$ cat src/rtl/zrle_pkg.sv
// Shared constants, types and helper functions for the zero-run/literal encoder.
`default_nettype none
package zrle_pkg;

  // Literal runs are split at this many bytes.
  localparam int LITERAL_LIMIT = 32;
  localparam int CNT_W         = $clog2(LITERAL_LIMIT + 1);
  // Two banks of literal storage, each addressed by a literal count.
  localparam int MEM_AW        = CNT_W + 1;
  localparam int MEM_DEPTH     = 1 << MEM_AW;

  localparam logic [CNT_W-1:0] LIT_LIMIT_C     = CNT_W'(LITERAL_LIMIT);
  localparam logic [7:0]       TAG_ZERO_RUN    = 8'h00;
  localparam logic [7:0]       TAG_LITERAL_RUN = 8'h01;
  localparam logic [15:0]      ZERO_RUN_MAX    = 16'hFFFF;

  // Command queue between the front and back sections.
  localparam int FIFO_DEPTH = 4;
  localparam int FIFO_AW    = $clog2(FIFO_DEPTH);

  // One command describes every output byte caused by one request.
  typedef struct packed {
    logic             hdr;        // emit the stream length header first
    logic             lit_first;  // literal run comes before the zero run
    logic [15:0]      zrun;       // zero run count, zero means none
    logic [CNT_W-1:0] lcnt;       // literal run count, zero means none
    logic             bank;       // literal bank holding the run
    logic             last;       // request carried the last byte
  } cmd_t;

  // Literal store write from the front section.
  typedef struct packed {
    logic              en;
    logic [MEM_AW-1:0] addr;
    logic [7:0]        data;
  } lit_wr_t;

  // Literal bank release from the back section.
  typedef struct packed {
    logic valid;
    logic bank;
  } lit_rel_t;

  // Front section status.
  typedef struct packed {
    logic [1:0] busy;
    logic       bank;
  } front_stat_t;

  typedef enum logic [3:0] {
    ST_IDLE,
    ST_HDR_LO,
    ST_HDR_HI,
    ST_ZTAG,
    ST_ZLO,
    ST_ZHI,
    ST_LTAG,
    ST_LLO,
    ST_LHI,
    ST_LDAT
  } bk_state_t;

  // First run record of a command after any header.
  function automatic bk_state_t first_seg(cmd_t c);
    bk_state_t s;
    if (c.lit_first) begin
      s = (c.lcnt != '0) ? ST_LTAG : ((c.zrun != '0) ? ST_ZTAG : ST_IDLE);
    end else begin
      s = (c.zrun != '0) ? ST_ZTAG : ((c.lcnt != '0) ? ST_LTAG : ST_IDLE);
    end
    return s;
  endfunction

  // Next record once the zero run record is done.
  function automatic bk_state_t after_zero(cmd_t c);
    bk_state_t s;
    if (!c.lit_first && (c.lcnt != '0)) begin
      s = ST_LTAG;
    end else begin
      s = ST_IDLE;
    end
    return s;
  endfunction

  // Next record once the literal run record is done.
  function automatic bk_state_t after_lit(cmd_t c);
    bk_state_t s;
    if (c.lit_first && (c.zrun != '0)) begin
      s = ST_ZTAG;
    end else begin
      s = ST_IDLE;
    end
    return s;
  endfunction

endpackage
`default_nettype wire

$ cat src/rtl/zrle_if.sv
// Valid/ready channel interfaces for the input bytes and the encoded bytes.
`default_nettype none
interface zrle_in_if;
  logic       valid;
  logic       ready;
  logic [7:0] data_byte;
  logic       last_byte;

  modport source (output valid, output data_byte, output last_byte, input ready);
  modport sink   (input valid, input data_byte, input last_byte, output ready);
endinterface

interface zrle_out_if;
  logic       valid;
  logic       ready;
  logic [7:0] out_byte;
  logic       item_end;
  logic       stream_end;

  modport source (output valid, output out_byte, output item_end, output stream_end,
                  input ready);
  modport sink   (input valid, input out_byte, input item_end, input stream_end,
                  output ready);
endinterface
`default_nettype wire

$ cat src/rtl/zrle_fifo.sv
// Small command queue between the front and back sections.
`default_nettype none
module zrle_fifo (
  input  logic          clk,
  input  logic          rst_n,
  input  logic          push,
  input  zrle_pkg::cmd_t push_cmd,
  input  logic          pop,
  output zrle_pkg::cmd_t head,
  output logic          full,
  output logic          empty
);
  import zrle_pkg::*;

  cmd_t               mem_r [FIFO_DEPTH];
  logic [FIFO_AW-1:0] wr_ptr_r, wr_ptr_nxt;
  logic [FIFO_AW-1:0] rd_ptr_r, rd_ptr_nxt;
  logic [FIFO_AW:0]   count_r, count_nxt;

  assign full  = (count_r == (FIFO_AW + 1)'(FIFO_DEPTH));
  assign empty = (count_r == '0);
  assign head  = mem_r[rd_ptr_r];

  // Pointer and fill count update.
  always_comb begin
    wr_ptr_nxt = wr_ptr_r;
    rd_ptr_nxt = rd_ptr_r;
    count_nxt  = count_r;
    if (push) begin
      wr_ptr_nxt = (wr_ptr_r == FIFO_AW'(FIFO_DEPTH - 1)) ? '0 : wr_ptr_r + 1'b1;
    end
    if (pop) begin
      rd_ptr_nxt = (rd_ptr_r == FIFO_AW'(FIFO_DEPTH - 1)) ? '0 : rd_ptr_r + 1'b1;
    end
    if (push && !pop) begin
      count_nxt = count_r + 1'b1;
    end else if (pop && !push) begin
      count_nxt = count_r - 1'b1;
    end
  end

  always_ff @(posedge clk) begin
    if (!rst_n) begin
      wr_ptr_r <= '0;
      rd_ptr_r <= '0;
      count_r  <= '0;
    end else begin
      wr_ptr_r <= wr_ptr_nxt;
      rd_ptr_r <= rd_ptr_nxt;
      count_r  <= count_nxt;
    end
  end

  // Entry storage needs no reset.
  always_ff @(posedge clk) begin
    if (push) begin
      mem_r[wr_ptr_r] <= push_cmd;
    end
  end
endmodule
`default_nettype wire

$ cat src/rtl/zrle_front.sv
// Front section: accepts input bytes, tracks runs and writes literals.
`default_nettype none
module zrle_front (
  input  logic                 clk,
  input  logic                 rst_n,
  zrle_in_if.sink              in_ch,
  input  logic                 fifo_full,
  output logic                 push,
  output zrle_pkg::cmd_t       push_cmd,
  output zrle_pkg::lit_wr_t    lit_wr,
  input  zrle_pkg::lit_rel_t   lit_rel,
  output zrle_pkg::front_stat_t stat
);
  import zrle_pkg::*;

  logic             header_done_r, header_done_nxt;
  logic [15:0]      zero_count_r, zero_count_nxt;
  logic [CNT_W-1:0] lit_count_r, lit_count_nxt;
  logic             bank_r, bank_nxt;
  logic [1:0]       busy_r, busy_nxt;

  logic             accept;
  logic [15:0]      zc_inc;
  logic [CNT_W-1:0] lc_inc;

  // A new literal bank can only be opened once the back section released it.
  assign in_ch.ready = !fifo_full && !(busy_r[bank_r] && (lit_count_r == '0));
  assign accept      = in_ch.valid && in_ch.ready;
  assign zc_inc      = zero_count_r + 16'd1;
  assign lc_inc      = lit_count_r + CNT_W'(1);

  assign stat.busy = busy_r;
  assign stat.bank = bank_r;

  // Classify the request and build its command.
  always_comb begin
    header_done_nxt    = header_done_r;
    zero_count_nxt     = zero_count_r;
    lit_count_nxt      = lit_count_r;
    bank_nxt           = bank_r;
    push_cmd.hdr       = !header_done_r;
    push_cmd.lit_first = 1'b0;
    push_cmd.zrun      = '0;
    push_cmd.lcnt      = '0;
    push_cmd.bank      = bank_r;
    push_cmd.last      = in_ch.last_byte;
    lit_wr.en          = 1'b0;
    lit_wr.addr        = {bank_r, lit_count_r};
    lit_wr.data        = in_ch.data_byte;
    if (accept) begin
      header_done_nxt = !in_ch.last_byte;
      if (in_ch.data_byte == 8'h00) begin
        // A zero byte flushes pending literals, then counts.
        push_cmd.lit_first = 1'b1;
        push_cmd.lcnt      = lit_count_r;
        lit_count_nxt      = '0;
        if (lit_count_r != '0) begin
          bank_nxt = !bank_r;
        end
        if (zc_inc == ZERO_RUN_MAX || in_ch.last_byte) begin
          push_cmd.zrun  = zc_inc;
          zero_count_nxt = '0;
        end else begin
          zero_count_nxt = zc_inc;
        end
      end else begin
        // A nonzero byte flushes a pending zero run, then is stored.
        push_cmd.zrun  = zero_count_r;
        zero_count_nxt = '0;
        lit_wr.en      = 1'b1;
        if (lc_inc == LIT_LIMIT_C || in_ch.last_byte) begin
          push_cmd.lcnt = lc_inc;
          lit_count_nxt = '0;
          bank_nxt      = !bank_r;
        end else begin
          lit_count_nxt = lc_inc;
        end
      end
    end
  end

  assign push = accept && (push_cmd.hdr || (push_cmd.zrun != '0) || (push_cmd.lcnt != '0));

  // Bank ownership: set when a literal run is queued, cleared when sent.
  always_comb begin
    busy_nxt = busy_r;
    if (lit_rel.valid) begin
      busy_nxt[lit_rel.bank] = 1'b0;
    end
    if (push && (push_cmd.lcnt != '0)) begin
      busy_nxt[push_cmd.bank] = 1'b1;
    end
  end

  always_ff @(posedge clk) begin
    if (!rst_n) begin
      header_done_r <= 1'b0;
      zero_count_r  <= '0;
      lit_count_r   <= '0;
      bank_r        <= 1'b0;
      busy_r        <= '0;
    end else begin
      header_done_r <= header_done_nxt;
      zero_count_r  <= zero_count_nxt;
      lit_count_r   <= lit_count_nxt;
      bank_r        <= bank_nxt;
      busy_r        <= busy_nxt;
    end
  end
endmodule
`default_nettype wire

$ cat src/rtl/zrle_back.sv
// Back section: literal store and byte sequencer that writes the encoded stream.
`default_nettype none
module zrle_back (
  input  logic               clk,
  input  logic               rst_n,
  input  logic               fifo_empty,
  input  zrle_pkg::cmd_t     head,
  output logic               pop,
  input  zrle_pkg::lit_wr_t  lit_wr,
  output zrle_pkg::lit_rel_t lit_rel,
  input  logic [15:0]        stream_length,
  zrle_out_if.source         out_ch
);
  import zrle_pkg::*;

  bk_state_t        state_r, state_nxt;
  cmd_t             cmd_r;
  logic [CNT_W-1:0] lit_idx_r, lit_idx_nxt;
  logic [CNT_W-1:0] lit_idx_inc;
  logic             lit_final;
  logic             adv;
  logic [15:0]      lcnt_word;

  logic [7:0]        mem [MEM_DEPTH];
  logic [7:0]        rd_data_r;
  logic              rd_en;
  logic [MEM_AW-1:0] rd_addr;

  logic       out_valid_r;
  logic [7:0] out_byte_r, out_byte_nxt;
  logic       item_end_r;
  logic       stream_end_r;

  assign adv         = (state_r != ST_IDLE) && (!out_valid_r || out_ch.ready);
  assign lit_idx_inc = lit_idx_r + CNT_W'(1);
  assign lit_final   = (lit_idx_inc == cmd_r.lcnt);
  assign lcnt_word   = 16'(cmd_r.lcnt);

  // Next state of the byte sequencer.
  always_comb begin
    state_nxt = state_r;
    case (state_r)
      ST_IDLE: begin
        if (!fifo_empty) begin
          state_nxt = head.hdr ? ST_HDR_LO : first_seg(head);
        end
      end
      ST_HDR_LO: if (adv) state_nxt = ST_HDR_HI;
      ST_HDR_HI: if (adv) state_nxt = first_seg(cmd_r);
      ST_ZTAG:   if (adv) state_nxt = ST_ZLO;
      ST_ZLO:    if (adv) state_nxt = ST_ZHI;
      ST_ZHI:    if (adv) state_nxt = after_zero(cmd_r);
      ST_LTAG:   if (adv) state_nxt = ST_LLO;
      ST_LLO:    if (adv) state_nxt = ST_LHI;
      ST_LHI:    if (adv) state_nxt = ST_LDAT;
      ST_LDAT: begin
        if (adv && lit_final) begin
          state_nxt = after_lit(cmd_r);
        end
      end
      default: state_nxt = ST_IDLE;
    endcase
  end

  // Byte selection, literal prefetch and bank release.
  always_comb begin
    pop           = 1'b0;
    out_byte_nxt  = 8'h00;
    rd_en         = 1'b0;
    rd_addr       = {cmd_r.bank, lit_idx_inc};
    lit_idx_nxt   = lit_idx_r;
    lit_rel.valid = 1'b0;
    lit_rel.bank  = cmd_r.bank;
    case (state_r)
      ST_IDLE:   pop = !fifo_empty;
      ST_HDR_LO: out_byte_nxt = stream_length[7:0];
      ST_HDR_HI: out_byte_nxt = stream_length[15:8];
      ST_ZTAG:   out_byte_nxt = TAG_ZERO_RUN;
      ST_ZLO:    out_byte_nxt = cmd_r.zrun[7:0];
      ST_ZHI:    out_byte_nxt = cmd_r.zrun[15:8];
      ST_LTAG:   out_byte_nxt = TAG_LITERAL_RUN;
      ST_LLO:    out_byte_nxt = lcnt_word[7:0];
      ST_LHI: begin
        // Fetch the first literal while the count goes out.
        out_byte_nxt = lcnt_word[15:8];
        rd_en        = adv;
        rd_addr      = {cmd_r.bank, {CNT_W{1'b0}}};
        if (adv) begin
          lit_idx_nxt = '0;
        end
      end
      ST_LDAT: begin
        out_byte_nxt = rd_data_r;
        rd_en        = adv && !lit_final;
        if (adv) begin
          lit_idx_nxt   = lit_idx_inc;
          lit_rel.valid = lit_final;
        end
      end
      default: out_byte_nxt = 8'h00;
    endcase
  end

  assign out_ch.valid      = out_valid_r;
  assign out_ch.out_byte   = out_byte_r;
  assign out_ch.item_end   = item_end_r;
  assign out_ch.stream_end = stream_end_r;

  always_ff @(posedge clk) begin
    if (!rst_n) begin
      state_r     <= ST_IDLE;
      out_valid_r <= 1'b0;
    end else begin
      state_r <= state_nxt;
      if (adv) begin
        out_valid_r <= 1'b1;
      end else if (out_ch.ready) begin
        out_valid_r <= 1'b0;
      end
    end
  end

  // Payload registers.
  always_ff @(posedge clk) begin
    lit_idx_r <= lit_idx_nxt;
    if (pop) begin
      cmd_r <= head;
    end
    if (adv) begin
      out_byte_r   <= out_byte_nxt;
      item_end_r   <= (state_nxt == ST_IDLE);
      stream_end_r <= (state_nxt == ST_IDLE) && cmd_r.last;
    end
  end

  // Literal store: one write port, one registered read port.
  always_ff @(posedge clk) begin
    if (lit_wr.en) begin
      mem[lit_wr.addr] <= lit_wr.data;
    end
    if (rd_en) begin
      rd_data_r <= mem[rd_addr];
    end
  end
endmodule
`default_nettype wire

$ cat src/rtl/zero_run_literal_encoder.sv
// A request's first byte passes the queue, the sequencer state and the output register.
// Throughput: one encoded byte per cycle while out_ch.ready holds, with an idle state per
// queued command; alternating zero and nonzero bytes share the single output byte port.
// Input bytes are taken one per cycle while the 4-entry queue and a literal bank have room.
// Reset (synchronous, rst_n low) clears run counters, queue and sequencer and sets
// stream_length to 1; the literal store is not cleared.
`default_nettype none
module zero_run_literal_encoder (
  input  logic        clk,
  input  logic        rst_n,
  zrle_in_if.sink     in_ch,
  zrle_out_if.source  out_ch,
  input  logic        cfg_we,
  input  logic [15:0] cfg_wdata
);
  import zrle_pkg::*;

  logic [15:0] stream_length_r;
  logic        push;
  logic        pop;
  logic        fifo_full;
  logic        fifo_empty;
  cmd_t        push_cmd;
  cmd_t        head;
  lit_wr_t     lit_wr;
  lit_rel_t    lit_rel;
  front_stat_t stat;

  // Configuration register.
  always_ff @(posedge clk) begin
    if (!rst_n) begin
      stream_length_r <= 16'd1;
    end else if (cfg_we) begin
      stream_length_r <= cfg_wdata;
    end
  end

  zrle_front u_front (
    .clk       (clk),
    .rst_n     (rst_n),
    .in_ch     (in_ch),
    .fifo_full (fifo_full),
    .push      (push),
    .push_cmd  (push_cmd),
    .lit_wr    (lit_wr),
    .lit_rel   (lit_rel),
    .stat      (stat)
  );

  zrle_fifo u_fifo (
    .clk      (clk),
    .rst_n    (rst_n),
    .push     (push),
    .push_cmd (push_cmd),
    .pop      (pop),
    .head     (head),
    .full     (fifo_full),
    .empty    (fifo_empty)
  );

  zrle_back u_back (
    .clk           (clk),
    .rst_n         (rst_n),
    .fifo_empty    (fifo_empty),
    .head          (head),
    .pop           (pop),
    .lit_wr        (lit_wr),
    .lit_rel       (lit_rel),
    .stream_length (stream_length_r),
    .out_ch        (out_ch)
  );

  // The queue is never written while full.
  a_push_room: assert property (@(posedge clk) disable iff (!rst_n)
    push |-> !fifo_full)
    else $error("command queued while the queue is full");

  // Literals are never written into a bank still owned by the back section.
  a_bank_free: assert property (@(posedge clk) disable iff (!rst_n)
    lit_wr.en |-> !stat.busy[lit_wr.addr[MEM_AW-1]])
    else $error("literal written into a busy bank");

  // A released bank must have been owned.
  a_rel_owned: assert property (@(posedge clk) disable iff (!rst_n)
    lit_rel.valid |-> stat.busy[lit_rel.bank])
    else $error("literal bank released while not in use");

  // The end of the stream is always the end of a request's bytes.
  a_end_order: assert property (@(posedge clk) disable iff (!rst_n)
    out_ch.valid && out_ch.stream_end |-> out_ch.item_end)
    else $error("stream end without item end");
endmodule
`default_nettype wire
$ cat src/flat_wrapper.sv
// flat-port wrapper written by rule: the top's interface ports become plain ports
module zero_run_literal_encoder_flat import zrle_pkg::*;
  (clk, rst_n, cfg_we, cfg_wdata, in_ch_valid, in_ch_data_byte, in_ch_last_byte, in_ch_ready, out_ch_valid, out_ch_out_byte, out_ch_item_end, out_ch_stream_end, out_ch_ready);
  zrle_in_if in_ch_i ();
  zrle_out_if out_ch_i ();
  input  logic clk;
  input  logic rst_n;
  input  logic cfg_we;
  input  logic [15:0] cfg_wdata;
  input wire logic [$bits(in_ch_i.valid)-1:0] in_ch_valid;
  input wire logic [$bits(in_ch_i.data_byte)-1:0] in_ch_data_byte;
  input wire logic [$bits(in_ch_i.last_byte)-1:0] in_ch_last_byte;
  output wire logic [$bits(in_ch_i.ready)-1:0] in_ch_ready;
  output wire logic [$bits(out_ch_i.valid)-1:0] out_ch_valid;
  output wire logic [$bits(out_ch_i.out_byte)-1:0] out_ch_out_byte;
  output wire logic [$bits(out_ch_i.item_end)-1:0] out_ch_item_end;
  output wire logic [$bits(out_ch_i.stream_end)-1:0] out_ch_stream_end;
  input wire logic [$bits(out_ch_i.ready)-1:0] out_ch_ready;
  assign in_ch_i.valid = in_ch_valid;
  assign in_ch_i.data_byte = in_ch_data_byte;
  assign in_ch_i.last_byte = in_ch_last_byte;
  assign in_ch_ready = in_ch_i.ready;
  assign out_ch_valid = out_ch_i.valid;
  assign out_ch_out_byte = out_ch_i.out_byte;
  assign out_ch_item_end = out_ch_i.item_end;
  assign out_ch_stream_end = out_ch_i.stream_end;
  assign out_ch_i.ready = out_ch_ready;
  zero_run_literal_encoder u_core (.clk(clk), .rst_n(rst_n), .in_ch(in_ch_i), .out_ch(out_ch_i), .cfg_we(cfg_we), .cfg_wdata(cfg_wdata));
endmodule
$ cat config.mk
export PLATFORM = sky130hd
export DESIGN_NAME = zero_run_literal_encoder_flat
export DESIGN_NICKNAME = d
export VERILOG_FILES = /design/src/rtl/zrle_pkg.sv /design/src/rtl/zrle_if.sv /design/src/rtl/zrle_fifo.sv /design/src/rtl/zrle_front.sv /design/src/rtl/zrle_back.sv /design/src/rtl/zero_run_literal_encoder.sv /design/src/flat_wrapper.sv
export SDC_FILE = /design/constraint.sdc
export NUM_CORES = 2
export LEC_CHECK = 0
export BUFFER_PORTS_ARGS = -buffer_cell sky130_fd_sc_hd__buf_2
export CAP_MARGIN = 20
export CORE_MARGIN = 4
export CORE_UTILIZATION = 35
export CTS_BUF_LIST = sky130_fd_sc_hd__clkbuf_4 sky130_fd_sc_hd__clkbuf_8 sky130_fd_sc_hd__clkbuf_16
export CTS_CLUSTER_SIZE = 14
export DETAILED_ROUTE_END_ITERATION = 8
export PLACE_DENSITY = 0.61
export RECOVER_POWER = 25
export SLEW_MARGIN = 20
export SYNTH_ARGS = -nofsm -noshare
export SYNTH_HDL_FRONTEND = slang
export SYNTH_SLANG_ARGS = --single-unit
$ cat constraint.sdc
create_clock -name clk -period 5.25 [get_ports clk]
set_clock_uncertainty 0.1 [all_clocks]
set_input_delay 1.05 -clock clk [delete_from_list [all_inputs] [get_ports clk]]
set_output_delay 1.05 -clock clk [all_outputs]
set_load 0.01 [all_outputs]
==> summary.md <==
| Metric | Value |
|---|---|
| Status | `finished with violations` |
| Failing checks | `capacitance limit, slew limit` |
| Worst Hold Class | `register to register` |
| Startpoint types | `register` |
| Lkg Pwr | `18.47 nW` |
| Mapped Area | `51,900 sq um` |
| Largest net degree at the start of global routing | `162` |
| Initial Util | `0.3519` |
| Die Y | `393.1 microns` |
| CP Cell Sequence | `inv_1 > ha_1 > or3b_4 > o311ai_4 > o22ai_1 > mux2_2 > nor4_1 > o22ai_1 > nor4_2 > a31oi_4 > ha_1 > inv_1 > fa_1 > xor2_1 > or3_1 > a21boi_0` |
| Seq cells post-synth | `1,233` |
| Per-cell routed wire length | `roughly 22 microns` |
| Detailed Routing Iterations Pass 1 | `5` |
| Max clock buf depth | `3` |
| Post-route antenna net violation count | `0` |
| Synth Area per Inst | `13.77 sq um` |
| Crit path kind | `register to register` |
| Total nets after synthesis | `about 3,800` |
| Final period utilization | `0.8769` |
| DRC Markers | `0` |
| MaxCap Viol Count | `10` |
| Peak Freq | `between 200 and 250 MHz` |
| Die width | `393.1 microns` |
| First DRT Iteration DRCs | `approximately 3,200` |
| Fraction of layout cells with a size suffix above 1 | `0.1227` |
| Sink Count | `~1,200` |
| # IOs | `42` |
| Die area | `154,500 sq um` |
| Final Hold Fails | `0` |
| Root Driver | `clkbuf_16` |
| Num rows | `roughly 140` |
| Number of synthesized flops with an enable pin | `1,177` |
| Slowest cell on the critical path | `o311ai_4` |
| First-pass GRT wire length | `194,100 microns` |
| Setup Viol. Count Final | `0` |
| Commonest non-fill, non-tap cell in the layout | `edfxtp_1` |
| Tmin final | `4604 ps` |
| Worst-Margin Slew | `roughly 3900 ps` |
| Critical Path RT | `about 5800 ps` |
| GR Overflow Total | `0` |
| DP HPWL | `78,140 microns` |
| H-tree levels | `3` |
| Worst-path maximum fanout | `16` |
| Max VDD drop | `289.1 uV` |
| Yosys cell types | `slightly above 80` |
| Number of antenna violations at the first check in global routing | `3` |
| CTS tree | `built` |
| Setup repair bufs after CTS | `0` |
| Max Slew Vio Count | `about 660` |
| Clk_lat worst skew | `around 740 ps` |
| PwrDens | `372.7 nW/um^2` |
| Critical Path Sink Type | `register` |
| Hold Buf Count CTS | `0` |
| TritonCTS Buffers | `121` |
| Fillers | `about 14,000` |
| WL final | `between 100,000 and 150,000 microns` |
| Layout Cells excl Fill | `5,829` |
| GRT Total Usage | `0.1642` |
| Via count | `31,550` |
| Placed cell count | `about 5,600` |
| Peak per-stage delay on the critical path | `680 ps` |
| Overall Power | `21.84 mW` |
| Nets | `3,840` |
| Post-synth top flop | `edfxtp_1` |
| WP data arrival | `5160 ps` |
| Worst-path clk slew | `roughly 60 ps` |
| Yosys warnings | `0` |
| Vias in the first global route | `30,440` |
| Syn Inst Count | `3,769` |
| PortBufs | `41` |
| RSZ-0062 raised after global routing | `no` |
| Core area | `147,500 sq um` |
| RePlAce Congestion | `0.9181` |
| Vias per cell | `5.413` |
| Area delta synth->final | `12.88%` |
| Synth async-reset ratio | `0` |
| Sequential-to-total area share from yosys stat | `0.7026` |
| Resize count post-CTS | `0` |
| Commonest non-fill, non-tap cells in the layout | `1,177 x edfxtp_1, 420 x nor2_1, 334 x nand2_1, 159 x a21oi_1, 153 x o21ai_0` |
| Normalized max-slew margin | `-1.582` |
layout make-up:
type	count	area (sq um)	share of cell area
diodes	2	5.005	0.00008542
clock buffers	149	3273	0.05587
clock inverters	73	611.8	0.01044
inverters	13	48.80	0.0008329
multi-input cells	2242	14310	0.2443
flip-flops and latches	1233	36470	0.6224
well taps	1930	2415	0.04122
repair buffers	187	1458	0.02488
cells in the mapped netlist (20+ instances only):
library cell	instances	area, sq um
a211oi_1	130	975.9
a22oi_1	20	150.1
nor3_1	20	100.1
edfxtp_1	1177	35340
and2_1	45	281.5
o21ai_0	153	765.7
nand3_1	25	125.1
and2_0	108	675.7
o22ai_1	22	137.6
dfxtp_1	56	1121
buf_1	20	75.07
buf_2	36	180.2
nor4_1	21	131.4
nand2b_1	137	857.1
a31oi_1	131	819.5
nor2b_1	38	237.7
mux4_2	90	2027
a21oi_1	159	795.8
nor2_1	424	1592
mux2i_1	54	540.5
o21ai_1	21	105.1
clkbuf_1	221	829.6
nand2_1	334	1254
o311ai_0	115	1007
report_power, final:
part	total, mW	switching, mW	internal (mW)
registers	11.4	0.260	11.2
clock network	8.47	3.67	4.81
logic	1.92	1.24	0.683
stage by stage:
stage / utilization / setup WS [ps] / cell area [sq um] / TNS [ps] / hold WS (ps)
floorplan: - / 891.5 / 51900 / 0 / 341.2
global placement: 0.3715 / -7.470 / 54790 / -7.470 / 381.6
detailed placement: 0.3715 / 38.50 / 54790 / 0 / 383.9
CTS: 0.3978 / 698.8 / 58670 / 0 / 385.6
global route: 0.3972 / 398.3 / 58580 / 0 / 430.5
finish: 0.3973 / 646.4 / 58590 / 0 / 400.7
layer usage:
metal	GRT usage	part of all wire	routed length [microns]	vias up
met5	0	0	0	-
met4	0.05507	0.030	3884	0
met3	0.02387	0.061	7872	198
met2	0.2685	0.48	61670	1006
met1	0.2254	0.43	55400	15860
li1	-	-	-	14490
registers in the layout, summed over array words and instances (netlist names), named ones only:
register                         flops
u_core.u_back.mem                 1024
u_core.u_fifo.mem_r                104
u_core.u_back.cmd_r                 24
u_core.stream_length_r              16
u_core.u_front.zero_count_r         16
u_core.u_back.out_ch.out_byte        8
u_core.u_back.rd_data_r              8
u_core.u_back.lit_idx_r              6
u_core.u_front.lit_count_r           6
u_core.u_back.state_r                4
u_core.u_fifo.count_r                3
u_core.u_fifo.rd_ptr_r               2
u_core.u_fifo.wr_ptr_r               2
u_core.u_front.busy_r                2
u_core.u_back.lit_rel                1
u_core.u_back.out_ch.item_end        1
u_core.u_back.out_ch.stream_end      1
u_core.u_back.out_ch.valid           1
u_core.u_front.bank_r                1
u_core.u_front.header_done_r         1
worst paths after layout:
kind | from | to | slack, ps | cells after the start
worst min-delay path | u_core.stream_length_r[0] | u_core.stream_length_r[0] | 400 | 2
worst max register to register | u_core.u_front.lit_count_r[1] | u_core.u_fifo.count_r[2] | 650 | 16
worst min register to register | u_core.stream_length_r[0] | u_core.stream_length_r[0] | 400 | 2
worst max-delay path | u_core.u_front.lit_count_r[1] | u_core.u_fifo.count_r[2] | 650 | 16
cells by family after synthesis:
kind of cell	Yosys count	synth area share
and+or+nand+nor	1228	0.1120
adders and majority gates	12	0.003037
xor gates and xnor gates	17	0.003134
DFF	1233	0.7026
AOI/OAI and AO/OA	838	0.1066
buffers and inverters	294	0.02264
muxes	147	0.05012
worst max-delay path: cells and delay by family (launching register included):
kind	cells	cell delay, ps
compound gates	5	1310
mux	1	280
fa+ha+maj	3	590
simple gates	4	1490
flops	1	380
xor+xnor	1	80
buf+inv	2	270
Power figures use the tool's default switching activity.
